**src/sv/voxel_neighborhood_symmetry_images_assert.svh**
```systemverilog
// assertion macros used by the top-level rtl file
`ifndef VOXEL_NEIGHBORHOOD_SYMMETRY_IMAGES_ASSERT_SVH
`define VOXEL_NEIGHBORHOOD_SYMMETRY_IMAGES_ASSERT_SVH

`ifndef SYNTHESIS
// checked on every rising edge, quiet while reset is high
`define VNS_ASSERT(label, prop, msg) \
   label: assert property (@(posedge clock) disable iff (reset) prop) else $error(msg);
// checked on every rising edge, reset included
`define VNS_ASSERT_ALWAYS(label, prop, msg) \
   label: assert property (@(posedge clock) prop) else $error(msg);
`else
`define VNS_ASSERT(label, prop, msg)
`define VNS_ASSERT_ALWAYS(label, prop, msg)
`endif

`endif

```
**src/sv/vns_pkg.sv**
```systemverilog
`default_nettype none

package vns_pkg;

   localparam int CellCount = 27;
   localparam int ImageMax  = 48;

   // configuration port
   localparam int CsrAddrWidth = 1;
   localparam int CsrDataWidth = 32;
   localparam logic [CsrAddrWidth-1:0] AddrGroupSelect = 1'b0;

   // group select codes, anything above all-48 acts as all-48
   localparam logic [2:0] GroupFlip       = 3'd0;
   localparam logic [2:0] GroupRotate     = 3'd1;
   localparam logic [2:0] GroupDirect     = 3'd2;
   localparam logic [2:0] GroupFlipRotate = 3'd3;
   localparam logic [2:0] GroupAll        = 3'd4;

   // coordinates are offset by one: 0,1,2 stand for -1,0,1, so negation is 2-u
   function automatic logic [1:0] neg(input logic [1:0] u);
      return 2'd2 - u;
   endfunction

   // source cell that symmetry sym moves onto the destination cell (dx,dy,dz)
   // sym = (direction*4 + rotation)*2 + flip, undone in reverse order
   function automatic logic [4:0] src_cell(input logic [5:0] sym, input logic [1:0] dx,
                                           input logic [1:0] dy, input logic [1:0] dz);
      logic [1:0] x;
      logic [1:0] y;
      logic [1:0] z;
      logic [1:0] t;
      x = dx;
      y = dy;
      z = dz;
      // undo direction
      unique case (sym[5:3])
         3'd1: begin
            y = neg(y);
            z = neg(z);
         end
         3'd2: begin
            t = y;
            y = neg(z);
            z = t;
         end
         3'd3: begin
            t = y;
            y = z;
            z = neg(t);
         end
         3'd4: begin
            t = x;
            x = neg(z);
            z = t;
         end
         3'd5: begin
            t = x;
            x = z;
            z = neg(t);
         end
         default: begin
         end
      endcase
      // undo rotation about z
      unique case (sym[2:1])
         2'd1: begin
            t = x;
            x = y;
            y = neg(t);
         end
         2'd2: begin
            x = neg(x);
            y = neg(y);
         end
         2'd3: begin
            t = x;
            x = neg(y);
            y = t;
         end
         default: begin
         end
      endcase
      // undo flip
      if (sym[0]) begin
         x = neg(x);
      end
      return {3'b000, z} * 5'd9 + {3'b000, y} * 5'd3 + {3'b000, x};
   endfunction

endpackage

`default_nettype wire

```
**src/sv/voxel_neighborhood_symmetry_images.sv**
```systemverilog
// voxel neighbourhood symmetry images
//
// req channel: one transfer carries a 27-bit occupancy mask of a 3x3x3 block
// (bit n is cell (z+1)*9+(y+1)*3+(x+1)).
// rsp channel: for each mask, one transfer per image of the mask under the
// selected symmetry group, in index order, image 0 being the mask itself;
// is_last marks the final image, smaller_found / first_smaller track the first
// image after index 0 that is numerically below the mask.
// csr port: one register, group_select at byte address 0 (2, 4, 6, 8 or 48
// images; codes above 4 give all 48). reset value selects all 48.
// the mask is registered in the input register and each image in the output
// register. one image per cycle while rsp does not stall; a mask gives 2 to 48
// images, set by the group size; the next mask is taken in the same cycle the
// last image of the previous one moves to the output register.
// a stall on rsp holds the output register and the image counter; req is then
// stalled once the input register is busy.
// reset empties both registers and restores group_select; no transfer is lost
// or invented after it.

`default_nettype none

`include "voxel_neighborhood_symmetry_images_assert.svh"

module voxel_neighborhood_symmetry_images (
   input  wire logic                                 clock,
   input  wire logic                                 reset,
   // mask in
   input  wire logic                                 req_valid,
   output logic                                      req_stall,
   input  wire logic [vns_pkg::CellCount-1:0]        req_neighborhood,
   // images out
   output logic                                      rsp_valid,
   input  wire logic                                 rsp_stall,
   output logic      [vns_pkg::CellCount-1:0]        rsp_image,
   output logic      [5:0]                           rsp_image_index,
   output logic                                      rsp_is_last,
   output logic                                      rsp_smaller_found,
   output logic      [vns_pkg::CellCount-1:0]        rsp_first_smaller,
   // register port
   input  wire logic                                 psel,
   input  wire logic                                 penable,
   input  wire logic                                 pwrite,
   input  wire logic [vns_pkg::CsrAddrWidth-1:0]     paddr,
   input  wire logic [vns_pkg::CsrDataWidth-1:0]     pwdata,
   output logic      [vns_pkg::CsrDataWidth-1:0]     prdata,
   output logic                                      pready
);

   logic [2:0] group_select;

   // input stage: mask being expanded, image counter, running search
   logic                           busy_ff, busy_in;
   logic [vns_pkg::CellCount-1:0]  mask_ff, mask_in;
   logic [5:0]                     idx_ff, idx_in;
   logic                           found_ff, found_in;
   logic [vns_pkg::CellCount-1:0]  first_ff, first_in;

   // output register
   logic                           out_valid_ff, out_valid_in;
   logic [vns_pkg::CellCount-1:0]  out_image_ff, out_image_in;
   logic [5:0]                     out_index_ff, out_index_in;
   logic                           out_last_ff, out_last_in;
   logic                           out_found_ff, out_found_in;
   logic [vns_pkg::CellCount-1:0]  out_first_ff, out_first_in;

   logic [5:0]                     last_idx;
   logic [5:0]                     sym;
   logic [vns_pkg::CellCount-1:0]  image;
   logic                           at_last;
   logic                           advance;
   logic                           req_accept;
   logic                           smaller;

   vns_csr u_csr (
      .clock        (clock),
      .reset        (reset),
      .psel         (psel),
      .penable      (penable),
      .pwrite       (pwrite),
      .paddr        (paddr),
      .pwdata       (pwdata),
      .prdata       (prdata),
      .pready       (pready),
      .group_select (group_select)
   );

   // group index to full symmetry number (direction*4 + rotation)*2 + flip
   always_comb begin
      unique case (group_select)
         vns_pkg::GroupFlip: begin
            last_idx = 6'd1;
            sym      = idx_ff;
         end
         vns_pkg::GroupRotate: begin
            last_idx = 6'd3;
            sym      = {idx_ff[4:0], 1'b0};
         end
         vns_pkg::GroupDirect: begin
            last_idx = 6'd5;
            sym      = {idx_ff[2:0], 3'b000};
         end
         vns_pkg::GroupFlipRotate: begin
            last_idx = 6'd7;
            sym      = idx_ff;
         end
         default: begin
            last_idx = 6'(vns_pkg::ImageMax - 1);
            sym      = idx_ff;
         end
      endcase
   end

   vns_image u_image (
      .mask  (mask_ff),
      .sym   (sym),
      .image (image)
   );

   // an image moves on when the output register is empty or being drained
   assign advance    = busy_ff && (!out_valid_ff || !rsp_stall);
   assign at_last    = (idx_ff == last_idx);
   assign req_stall  = busy_ff && !(advance && at_last);
   assign req_accept = req_valid && !req_stall;

   // identity never counts as a smaller image
   assign smaller = (idx_ff != 6'd0) && (image < mask_ff);

   always_comb begin
      busy_in  = busy_ff;
      mask_in  = mask_ff;
      idx_in   = idx_ff;
      found_in = found_ff;
      first_in = first_ff;
      if (advance) begin
         idx_in   = idx_ff + 6'd1;
         found_in = found_ff || smaller;
         if (!found_ff && smaller) begin
            first_in = image;
         end
         if (at_last) begin
            busy_in = 1'b0;
         end
      end
      if (req_accept) begin
         busy_in  = 1'b1;
         mask_in  = req_neighborhood;
         idx_in   = 6'd0;
         found_in = 1'b0;
         first_in = '0;
      end
   end

   always_comb begin
      out_valid_in = out_valid_ff && rsp_stall;
      out_image_in = out_image_ff;
      out_index_in = out_index_ff;
      out_last_in  = out_last_ff;
      out_found_in = out_found_ff;
      out_first_in = out_first_ff;
      if (advance) begin
         out_valid_in = 1'b1;
         out_image_in = image;
         out_index_in = idx_ff;
         out_last_in  = at_last;
         out_found_in = found_ff || smaller;
         out_first_in = (!found_ff && smaller) ? image : first_ff;
      end
   end

   // control
   always_ff @(posedge clock) begin
      if (reset) begin
         busy_ff      <= 1'b0;
         out_valid_ff <= 1'b0;
      end else begin
         busy_ff      <= busy_in;
         out_valid_ff <= out_valid_in;
      end
   end

   // payload
   always_ff @(posedge clock) begin
      mask_ff      <= mask_in;
      idx_ff       <= idx_in;
      found_ff     <= found_in;
      first_ff     <= first_in;
      out_image_ff <= out_image_in;
      out_index_ff <= out_index_in;
      out_last_ff  <= out_last_in;
      out_found_ff <= out_found_in;
      out_first_ff <= out_first_in;
   end

   assign rsp_valid         = out_valid_ff;
   assign rsp_image         = out_image_ff;
   assign rsp_image_index   = out_index_ff;
   assign rsp_is_last       = out_last_ff;
   assign rsp_smaller_found = out_found_ff;
   assign rsp_first_smaller = out_first_ff;

   `VNS_ASSERT(a_identity_first, (out_valid_ff && out_index_ff == 6'd0) |-> (out_image_ff == mask_ff), "image 0 differs from the mask")
   `VNS_ASSERT(a_last_at_group_end, (out_valid_ff && out_last_ff) |-> (out_index_ff == last_idx), "last flag away from the group end")
   `VNS_ASSERT(a_index_steps, (advance && out_valid_ff && !out_last_ff) |=> (out_index_ff == $past(out_index_ff) + 6'd1), "image index skipped")
   `VNS_ASSERT(a_found_holds, (advance && out_valid_ff && !out_last_ff && out_found_ff) |=> out_found_ff, "smaller flag dropped within a mask")
   `VNS_ASSERT(a_first_zero_until_found, (out_valid_ff && !out_found_ff) |-> (out_first_ff == '0), "first smaller set before any hit")

endmodule

`default_nettype wire

```
**src/sv/vns_csr.sv**
```systemverilog
`default_nettype none

module vns_csr (
   input  wire logic                                 clock,
   input  wire logic                                 reset,
   input  wire logic                                 psel,
   input  wire logic                                 penable,
   input  wire logic                                 pwrite,
   input  wire logic [vns_pkg::CsrAddrWidth-1:0]     paddr,
   input  wire logic [vns_pkg::CsrDataWidth-1:0]     pwdata,
   output logic      [vns_pkg::CsrDataWidth-1:0]     prdata,
   output logic                                      pready,
   output logic      [2:0]                           group_select
);

   logic [2:0] group_ff;
   logic [2:0] group_in;
   logic       write_hit;

   assign pready    = 1'b1;
   assign write_hit = psel && penable && pwrite && (paddr == vns_pkg::AddrGroupSelect);

   always_comb begin
      group_in = group_ff;
      if (write_hit) begin
         group_in = pwdata[2:0];
      end
   end

   always_ff @(posedge clock) begin
      if (reset) begin
         group_ff <= vns_pkg::GroupAll;
      end else begin
         group_ff <= group_in;
      end
   end

   always_comb begin
      prdata = '0;
      if (paddr == vns_pkg::AddrGroupSelect) begin
         prdata = {{(vns_pkg::CsrDataWidth-3){1'b0}}, group_ff};
      end
   end

   assign group_select = group_ff;

endmodule

`default_nettype wire

```
**src/sv/vns_image.sv**
```systemverilog
`default_nettype none

module vns_image (
   input  wire logic [vns_pkg::CellCount-1:0] mask,
   input  wire logic [5:0]                    sym,
   output logic      [vns_pkg::CellCount-1:0] image
);

   // each destination cell picks its source cell through a small lookup on sym
   for (genvar gz = 0; gz < 3; gz++) begin : g_z
      for (genvar gy = 0; gy < 3; gy++) begin : g_y
         for (genvar gx = 0; gx < 3; gx++) begin : g_x
            localparam int Cell = gz * 9 + gy * 3 + gx;
            assign image[Cell] = mask[vns_pkg::src_cell(sym, 2'(gx), 2'(gy), 2'(gz))];
         end
      end
   end

endmodule

`default_nettype wire
```
**config.mk**
```make
export PLATFORM = sky130hd
export DESIGN_NAME = voxel_neighborhood_symmetry_images
export DESIGN_NICKNAME = d
export VERILOG_FILES = /design/src/sv/vns_pkg.sv /design/src/sv/voxel_neighborhood_symmetry_images.sv /design/src/sv/vns_csr.sv /design/src/sv/vns_image.sv
export VERILOG_INCLUDE_DIRS = /design/src /design/src/sv
export SDC_FILE = /design/constraint.sdc
export NUM_CORES = 1
export LEC_CHECK = 0
export BUFFER_PORTS_ARGS = -buffer_cell sky130_fd_sc_hd__buf_2
export CORE_ASPECT_RATIO = 1.4
export CORE_MARGIN = 5
export CORE_UTILIZATION = 45
export DETAILED_ROUTE_END_ITERATION = 7
export SYNTH_ARGS = -nofsm -noshare
export SYNTH_HDL_FRONTEND = slang
export SYNTH_SLANG_ARGS = --single-unit
export TNS_END_PERCENT = 50
```
**constraint.sdc**
```tcl
create_clock -name clock -period 17.8 [get_ports clock]
set_input_delay 3.56 -clock clock [delete_from_list [all_inputs] [get_ports clock]]
set_output_delay 3.56 -clock clock [all_outputs]
set_load 0.005 [all_outputs]
```
# Word level (Yosys, flattened, before mapping)
# Index checks and enable logic that the tools add are counted.
[classes] n_addsub=95 mul=52 div=0 order_cmp=27 eq_ne=12 shift=0 n_mux=176 bitwise=1 n_reduce_logical=38
[ops] cell="$pmux W2 S3" count=44
[ops] cell="$lt A5 B6 Y1 const B" count=26
[ops] cell="$add A5 B2 Y5" count=26
[ops] cell="$add A5 B4 Y5" count=26
[ops] cell="$bmux W1 S5" count=26
[ops] cell="$mul A2 B4 Y5 const B" count=26
[ops] cell="$pmux W2 S2" count=28
[ops] cell="$mul A2 B2 Y4 const B" count=26
[ops] cell="$mux W2" count=43
[ops] cell="$sub A2 B2 Y2 const A" count=41
[ops] cell="$mux W1" count=31
[ops] cell="$lt A27 B27 Y1" count=1
[ops] cell="$mux W27" count=1
[ops] cell="$pmux W6 S4" count=1
[ops] cell="$reduce_or A2 Y1" count=11
[ops] cell="$eq A3 B2 Y1 const B" count=4
[ops] cell="$pmux W6 S2" count=1
[ops] cell="$reduce_or A3 Y1" count=4
[ops] cell="$logic_and A1 B1 Y1" count=10
[ops] cell="$add A6 B1 Y6 const B" count=1
[ops] cell="$eq A3 B1 Y1 const B" count=2
[ops] cell="$eq A3 B3 Y1 const B" count=2
[ops] cell="$eq A6 B6 Y1" count=1
[ops] cell="$reduce_bool A6 Y1" count=1
[ops] cell="other kinds (11)" count=18
[word_totals] regBits=128 latch_bits=0 ram_bits=0 rom_bits=0 in_bits=67 output_inout_bits=97 word_cells=413 memories=0

# Longest topological paths before layout
[logic_depth] depth_word=16 mapped_depth=37 ltp_nobuf=32

# Cells and area by module
# A second synthesis with hierarchy kept.
[hier_totals] hier_cells=1503 hier_area_um2=15838.9
[by_module_without_submodules] module="vns_image" n_inst=1 cells_per_inst=1041 area_each_um2=10049.6 seq_area_each_um2=0.0
[by_module_without_submodules] module="voxel_neighborhood_symmetry_images" n_inst=1 cells_per_inst=413 area_each_um2=5386.4 seq_area_each_um2=3393.3
[by_module_without_submodules] module="vns_csr" n_inst=1 cells_per_inst=49 area_each_um2=402.9 seq_area_each_um2=60.1

# Least setup slack after synthesis
# OpenSTA, ideal clock, no wires.
[synth_path] kind="flip-flop to flip-flop" start="reg u_csr.group_ff[1] (netlist: u_csr.group_select[1])" end="reg first_ff[10] in the netlist's numbering" setup_time_ps=114 arrival_time_ps=8313 t_required_ps=17686 slack_ps=9373 path_stages_with_launch=32 n_path_buf=6 synth_period_minus_slack_ps=8427 path_cell_list="dfxtp_1 > buf_2 > nand2b_1 > a32oi_1 > nand2_1 > nor2_1 > clkbuf_1 > inv_1 > ha_1 > clkbuf_1 > o21ai_0 > inv_1 > nor2_1 > fa_1 > fa_1 > clkbuf_1 > mux4_2 > mux4_2 > mux2_2 > ha_1 > a21o_1 > a21oi_1 > nor2b_1 > o21ai_0 > nand2b_1 > a21oi_1 > o21ai_0 > or3b_1 > clkbuf_1 > buf_2 > and3_1 > a21o_1"
[synth_between] elab_chain_len=16 elab_cells_between_ends=354 cone_classes="add/sub: 94; mul: 52; order compare: 1; eq/ne: 12; mux: 171; reduce/logical: 24"
[synth_rtl] item="from (decl)" line="vns_csr.sv:16" source="logic [2:0] group_ff;"
[synth_rtl] item="from (signal assigned)" line="vns_csr.sv:32" source="group_ff <= vns_pkg::GroupAll;"
[synth_rtl] item="from (signal assigned)" line="vns_csr.sv:34" source="group_ff <= group_in;"
[synth_rtl] item="$eq A3 B2 Y1 / $eq A3 B1 Y1 (equally long branches)" line="voxel_neighborhood_symmetry_images.sv:89" source="unique case (group_select)"
[synth_rtl] item="$pmux W6 S2 *" line="voxel_neighborhood_symmetry_images.sv:89"
[synth_rtl] item="$eq A3 B2 Y1 / $eq A3 B3 Y1 (equally long branches)" line="vns_pkg.sv:37" source="unique case (sym[5:3])"
[synth_rtl] item="$reduce_or A2 Y1 (no source line)"
[synth_rtl] item="$pmux W2 S2 / $mux W2 (equally long branches)" line="vns_pkg.sv:37"
[synth_rtl] item="$sub A2 B2 Y2" line="vns_pkg.sv:22" source="return 2'd2 - u;"
[synth_rtl] item="$pmux W2 S3" line="vns_pkg.sv:66" source="unique case (sym[2:1])"
[synth_rtl] item="$mul A2 B2 Y4 / $sub A2 B2 Y2 (equally long branches)" line="vns_pkg.sv:88, vns_pkg.sv:22"
[synth_rtl] item="$add A5 B4 Y5 / $mux W2 (equally long branches)" line="vns_pkg.sv:88, vns_pkg.sv:85"
[synth_rtl] item="$add A5 B2 Y5 *" line="vns_pkg.sv:88" source="return {3'b000, z} * 5'd9 + {3'b000, y} * 5'd3 + {3'b000, x};"
[synth_rtl] item="$bmux W1 S5 *" line="vns_image.sv:14" source="assign image[Cell] = mask[vns_pkg::src_cell(sym, 2'(gx), 2'(gy), 2'(gz))];"
[synth_rtl] item="$mux W1 (not written as such) *" line="vns_image.sv:14"
[synth_rtl] item="via image, one bit" line="voxel_neighborhood_symmetry_images.sv:68" source="logic [vns_pkg::CellCount-1:0] image;"
[synth_rtl] item="$lt A27 B27 Y1 *" line="voxel_neighborhood_symmetry_images.sv:126" source="assign smaller = (idx_ff != 6'd0) && (image < mask_ff);"
[synth_rtl] item="$logic_and A1 B1 Y1 *" line="voxel_neighborhood_symmetry_images.sv:126"
[synth_rtl] item="$logic_and A1 B1 Y1 *" line="voxel_neighborhood_symmetry_images.sv:137" source="if (!found_ff && smaller) begin"
[synth_rtl] item="$mux W27 *"
[synth_rtl] item="to (signal assigned)" line="voxel_neighborhood_symmetry_images.sv:186" source="first_ff <= first_in;"
[synth_rtl] item="to (decl)" line="voxel_neighborhood_symmetry_images.sv:56" source="logic [vns_pkg::CellCount-1:0] first_ff, first_in;"
# Mark *: on every way through the listed nets, which the timed path passes. The rest lies on a longest branch. The select of a mux whose other input is x is not followed.
# A chain may end at the register's enable or synchronous reset.

# Worst setup path after layout
[layout_path] start="reg u_csr.group_ff[2] (netlist: u_csr.group_select[2])" end="reg out_first_ff, in the netlist rsp_first_smaller[9] (data pin)"
[layout_between] elab_chain_len=16 elab_cells_between_ends=345 cone_classes="add/sub: 94; mul: 52; order compare: 1; eq/ne: 10; mux: 170; reduce/logical: 18"
[layout_rtl] item="$eq A3 B2 Y1 / $eq A3 B1 Y1 (equally long branches)" line="voxel_neighborhood_symmetry_images.sv:89"
[layout_rtl] item="$pmux W6 S2 *" line="voxel_neighborhood_symmetry_images.sv:89"
[layout_rtl] item="$eq A3 B2 Y1 / $eq A3 B3 Y1 (equally long branches)" line="vns_pkg.sv:37"
[layout_rtl] item="$reduce_or A2 Y1 (no source line)"
[layout_rtl] item="$pmux W2 S2 / $mux W1 (equally long branches)" line="vns_pkg.sv:37"
[layout_rtl] item="$sub A2 B2 Y2 / $sub A2 B1 Y2 (equally long branches)" line="vns_pkg.sv:22"
[layout_rtl] item="$pmux W2 S3" line="vns_pkg.sv:66"
[layout_rtl] item="$mul A2 B2 Y4 / $sub A2 B2 Y2 (equally long branches)" line="vns_pkg.sv:88, vns_pkg.sv:22"
[layout_rtl] item="$add A5 B4 Y5 / $mux W2 (equally long branches)" line="vns_pkg.sv:88, vns_pkg.sv:85"
[layout_rtl] item="$add A5 B2 Y5 *" line="vns_pkg.sv:88"
[layout_rtl] item="$bmux W1 S5 *" line="vns_image.sv:14"
[layout_rtl] item="$mux W1 (not written as such) *" line="vns_image.sv:14"
[layout_rtl] item="via image, one bit" line="voxel_neighborhood_symmetry_images.sv:68"
[layout_rtl] item="$lt A27 B27 Y1 *" line="voxel_neighborhood_symmetry_images.sv:126"
[layout_rtl] item="$logic_and A1 B1 Y1 *" line="voxel_neighborhood_symmetry_images.sv:126"
[layout_rtl] item="$logic_and A1 B1 Y1 *" line="voxel_neighborhood_symmetry_images.sv:166" source="out_first_in = (!found_ff && smaller) ? image : first_ff;"
[layout_rtl] item="$mux W27 *"
[layout_rtl] item="to (signal assigned)" line="voxel_neighborhood_symmetry_images.sv:191" source="out_first_ff <= out_first_in;"
[layout_rtl] item="to (decl)" line="voxel_neighborhood_symmetry_images.sv:64" source="logic [vns_pkg::CellCount-1:0] out_first_ff, out_first_in;"
# Marked as above.

==> flow_metrics.tcl <==
set metrics [dict create \
    placed_area_sq_mm 0.0160 \
    dp_slack_ns 7.68 \
    syn_avg_cell_area_sq_um 10.2 \
    overflow 0 \
    synth-seq-cells 128 \
    status "finished, final reports clean" \
    portBuffers 104 \
    rsz0062_at_grt "no" \
    ant_nets 0 \
    cp-end-kind "register" \
    setup-tns-final_ns 0 \
    startpoint "u_csr.group_select[2]" \
    hold_depth 2 \
    design_area_sq_mm 0.0166 \
    diodes 0 \
    die_y_um 227 \
    first_pass_iters 5 \
    synthFlopType "edfxtp_1" \
    mostFrequentLayoutCell "inv_1" \
    wl_per_cell_um 22.8 \
    seq_area_frac_synth 0.228 \
    clockBufferDepth 2 \
    slew_violations 0 \
    setup_viol 0 \
    area_growth_pct 9.41 \
    crit_path_end "rsp_first_smaller[9]" \
    post_cts_resized 0 \
    nets 1769 \
    grt_pass1_wl_um 70200 \
    p_leak_nw 7.35 \
    r2r-end "rsp_first_smaller[9]" \
    io_pins 164 \
    rr_worst_depth 32 \
    synth_area_sq_mm 0.0152 \
    peakVddDrop_mv 0.0746 \
    finalWirelength_um 45200 \
    fin_ws_ns 7.57 \
    fmaxAchievable_mhz 97.8 \
    post-route-util 0.498 \
    dp_hpwl_um 31000 \
    worstPathMaxFanout 31 \
    clk_pin_slew_worst_paths_ns 0.08 \
    die-width_um 165 \
    dieArea_sq_mm 0.0375 \
    cts_buffers 17 \
    period_minus_slack_ns 10.23 \
    cts_setup_buffers 0 \
    drt-vias-per-instance 6.20 \
    p_per_area_mw_per_mm2 146 \
    cp_slowest_stage_delay_ns 0.74 \
    vias 12302 \
    worst_ep_arrival_time_ns 10.41 \
    antenna_found_initial 0 \
    min_period_over_period 0.575 \
    initial_core_util 0.456 \
    place_congestion 0.931 \
    yosysUniqueCellTypes 79 \
    cts_max_level 4 \
    grt_usage 0.247 \
    final_cell_mix "inv_1 (147), mux4_2 (128), ha_1 (119), buf_2 (104), nor2_1 (97)" \
    crit_type "reg -> reg" \
    drive_gt1_frac 0.236 \
    cts_tree "built" \
    final_cells 1985 \
    worstMarginPinSlew_ns 1.08 \
    cpMaxStageDelayCell "nor3_2" \
    ys_warn_count 0 \
    dr.first_iter.drc_count 1141 \
    drc 0 \
    rows 79 \
    r2r_start "u_csr.group_select[2]" \
    holdBufCountCts 0 \
    synth_edf_count 89 \
    synthArstFlopShare 0 \
    slew_headroom 0.262 \
    finClkSkew_ns 0.0233 \
    root_buffer "clkbuf_16" \
    maxCapViolCount 0 \
    hold_class "reg -> reg" \
    cts_num_sinks 128 \
    synth_cells 1481 \
    cp.required_ns 17.98 \
    hold_violations 0 \
    start_kind "register" \
    reg2reg_slack_ns 7.57 \
    dp_cells 1953 \
    grt_max_degree 57 \
    grt_pass1_vias 12185 \
    core-area_sq_mm 0.0333 \
    clk_latency_ns 0.45 \
]
-- worst min path at each step --
| stage | start | to | slack, ns |
|---|---|---|---|
| 5_1_grt | first_ff[1] | first_ff[1] | 0.53 |
| 3_3_place_gp | first_ff[1] | first_ff[1] | 0.46 |
| 6_report | first_ff[1] | first_ff[1] | 0.48 |
| 3_5_place_dp | first_ff[1] | first_ff[1] | 0.47 |
| 2_1_floorplan | idx_ff[0] | rsp_image_index[0] | 0.43 |
| 4_1_cts | first_ff[1] | first_ff[1] | 0.48 |
-- sequential cells by signal, indices dropped and copies added, names as in the netlist --
register / count
busy_ff: 1
first_ff: 27
found_ff: 1
idx_ff: 6
mask_ff: 27
rsp_first_smaller: 27
rsp_image: 27
rsp_image_index: 6
rsp_is_last: 1
rsp_smaller_found: 1
rsp_valid: 1
u_csr.group_select: 3
-- logic make-up (layout without fill, tap and decap cells) --
group                      count (synthesis)  after routing  synth area share
AOI/OAI and AO/OA                        241            241             0.103
adders and majority gates                175            175             0.172
and+or+nand+nor                          320            320            0.0986
DFF                                      128            128             0.228
muxes                                    249            249             0.273
xor gates and xnor gates                  77             77            0.0444
other                                      2             30          0.000495
buffers and inverters                    289            320            0.0804
-- layout make-up --
class | count | area [sq um]
Fill cell | 3061 | 16700
Clock buffer | 17 | 425
Inverter | 149 | 559
Timing Repair Buffer | 139 | 783
Sequential cell | 128 | 3450
Clock inverter | 15 | 190
Multi-Input combinational cell | 1092 | 10600
Tap cell | 445 | 557
-- per-layer routing --
metal,routed length (um),part of all wire,vias to the layer above,track usage
li1,-,-,5437,-
met1,17000,0.38,6095,0.313
met2,22400,0.50,646,0.417
met3,3880,0.086,124,0.0371
met4,1970,0.044,0,0.110
met5,0,0,-,0
-- critical path: cells and delay by family (launching register included) --
| family | cells | cell delay (ns) |
|---|---|---|
| AND/OR/NAND/NOR | 11 | 3.22 |
| multiplexers | 4 | 1.27 |
| flip-flops | 1 | 0.65 |
| AO/OA/AOI/OAI | 6 | 1.35 |
| buffers and inverters | 7 | 1.86 |
| adder cells (fa/ha/maj) | 4 | 1.57 |
-- stage by stage --
step	power, mW	hold slack, ns
floorplan	1.68	0.431
CTS	2.43	0.478
detailed placement	2.05	0.468
global route	2.61	0.528
global placement	2.01	0.456
finish	2.42	0.476
-- synth_stat cells (4+ instances only) --
library cell	instances	area share
a211oi_1	8	0.0040
a21o_1	20	0.0099
a21oi_1	53	0.017
a31oi_1	25	0.010
and2_1	5	0.0021
and3_1	15	0.0062
buf_1	10	0.0025
buf_2	15	0.0049
buf_4	31	0.015
clkbuf_1	84	0.021
dfxtp_1	39	0.051
edfxtp_1	89	0.18
fa_1	56	0.074
ha_1	119	0.098
inv_1	148	0.037
mux2_2	39	0.029
mux2i_1	82	0.054
mux4_2	128	0.19
nand2_1	92	0.023
nand2b_1	10	0.0041
nand3_1	37	0.012
nand4_1	5	0.0021
nor2_1	97	0.024
nor2b_1	16	0.0066
nor3_1	13	0.0043
nor4_1	4	0.0016
o21a_1	5	0.0025
o21ai_0	62	0.020
o221ai_1	4	0.0023
o22ai_1	10	0.0041
o31ai_1	4	0.0020
or2_2	8	0.0033
or3_1	4	0.0016
xnor2_1	52	0.030
xor2_1	25	0.014
-- where the power goes --
part | total [mW] | switching [mW] | internal (mW)
sequential | 0.439 | 0.0286 | 0.410
clock | 0.370 | 0.156 | 0.214
combinational | 1.61 | 0.817 | 0.792
No activity file was read; power rests on OpenSTA's default activity.
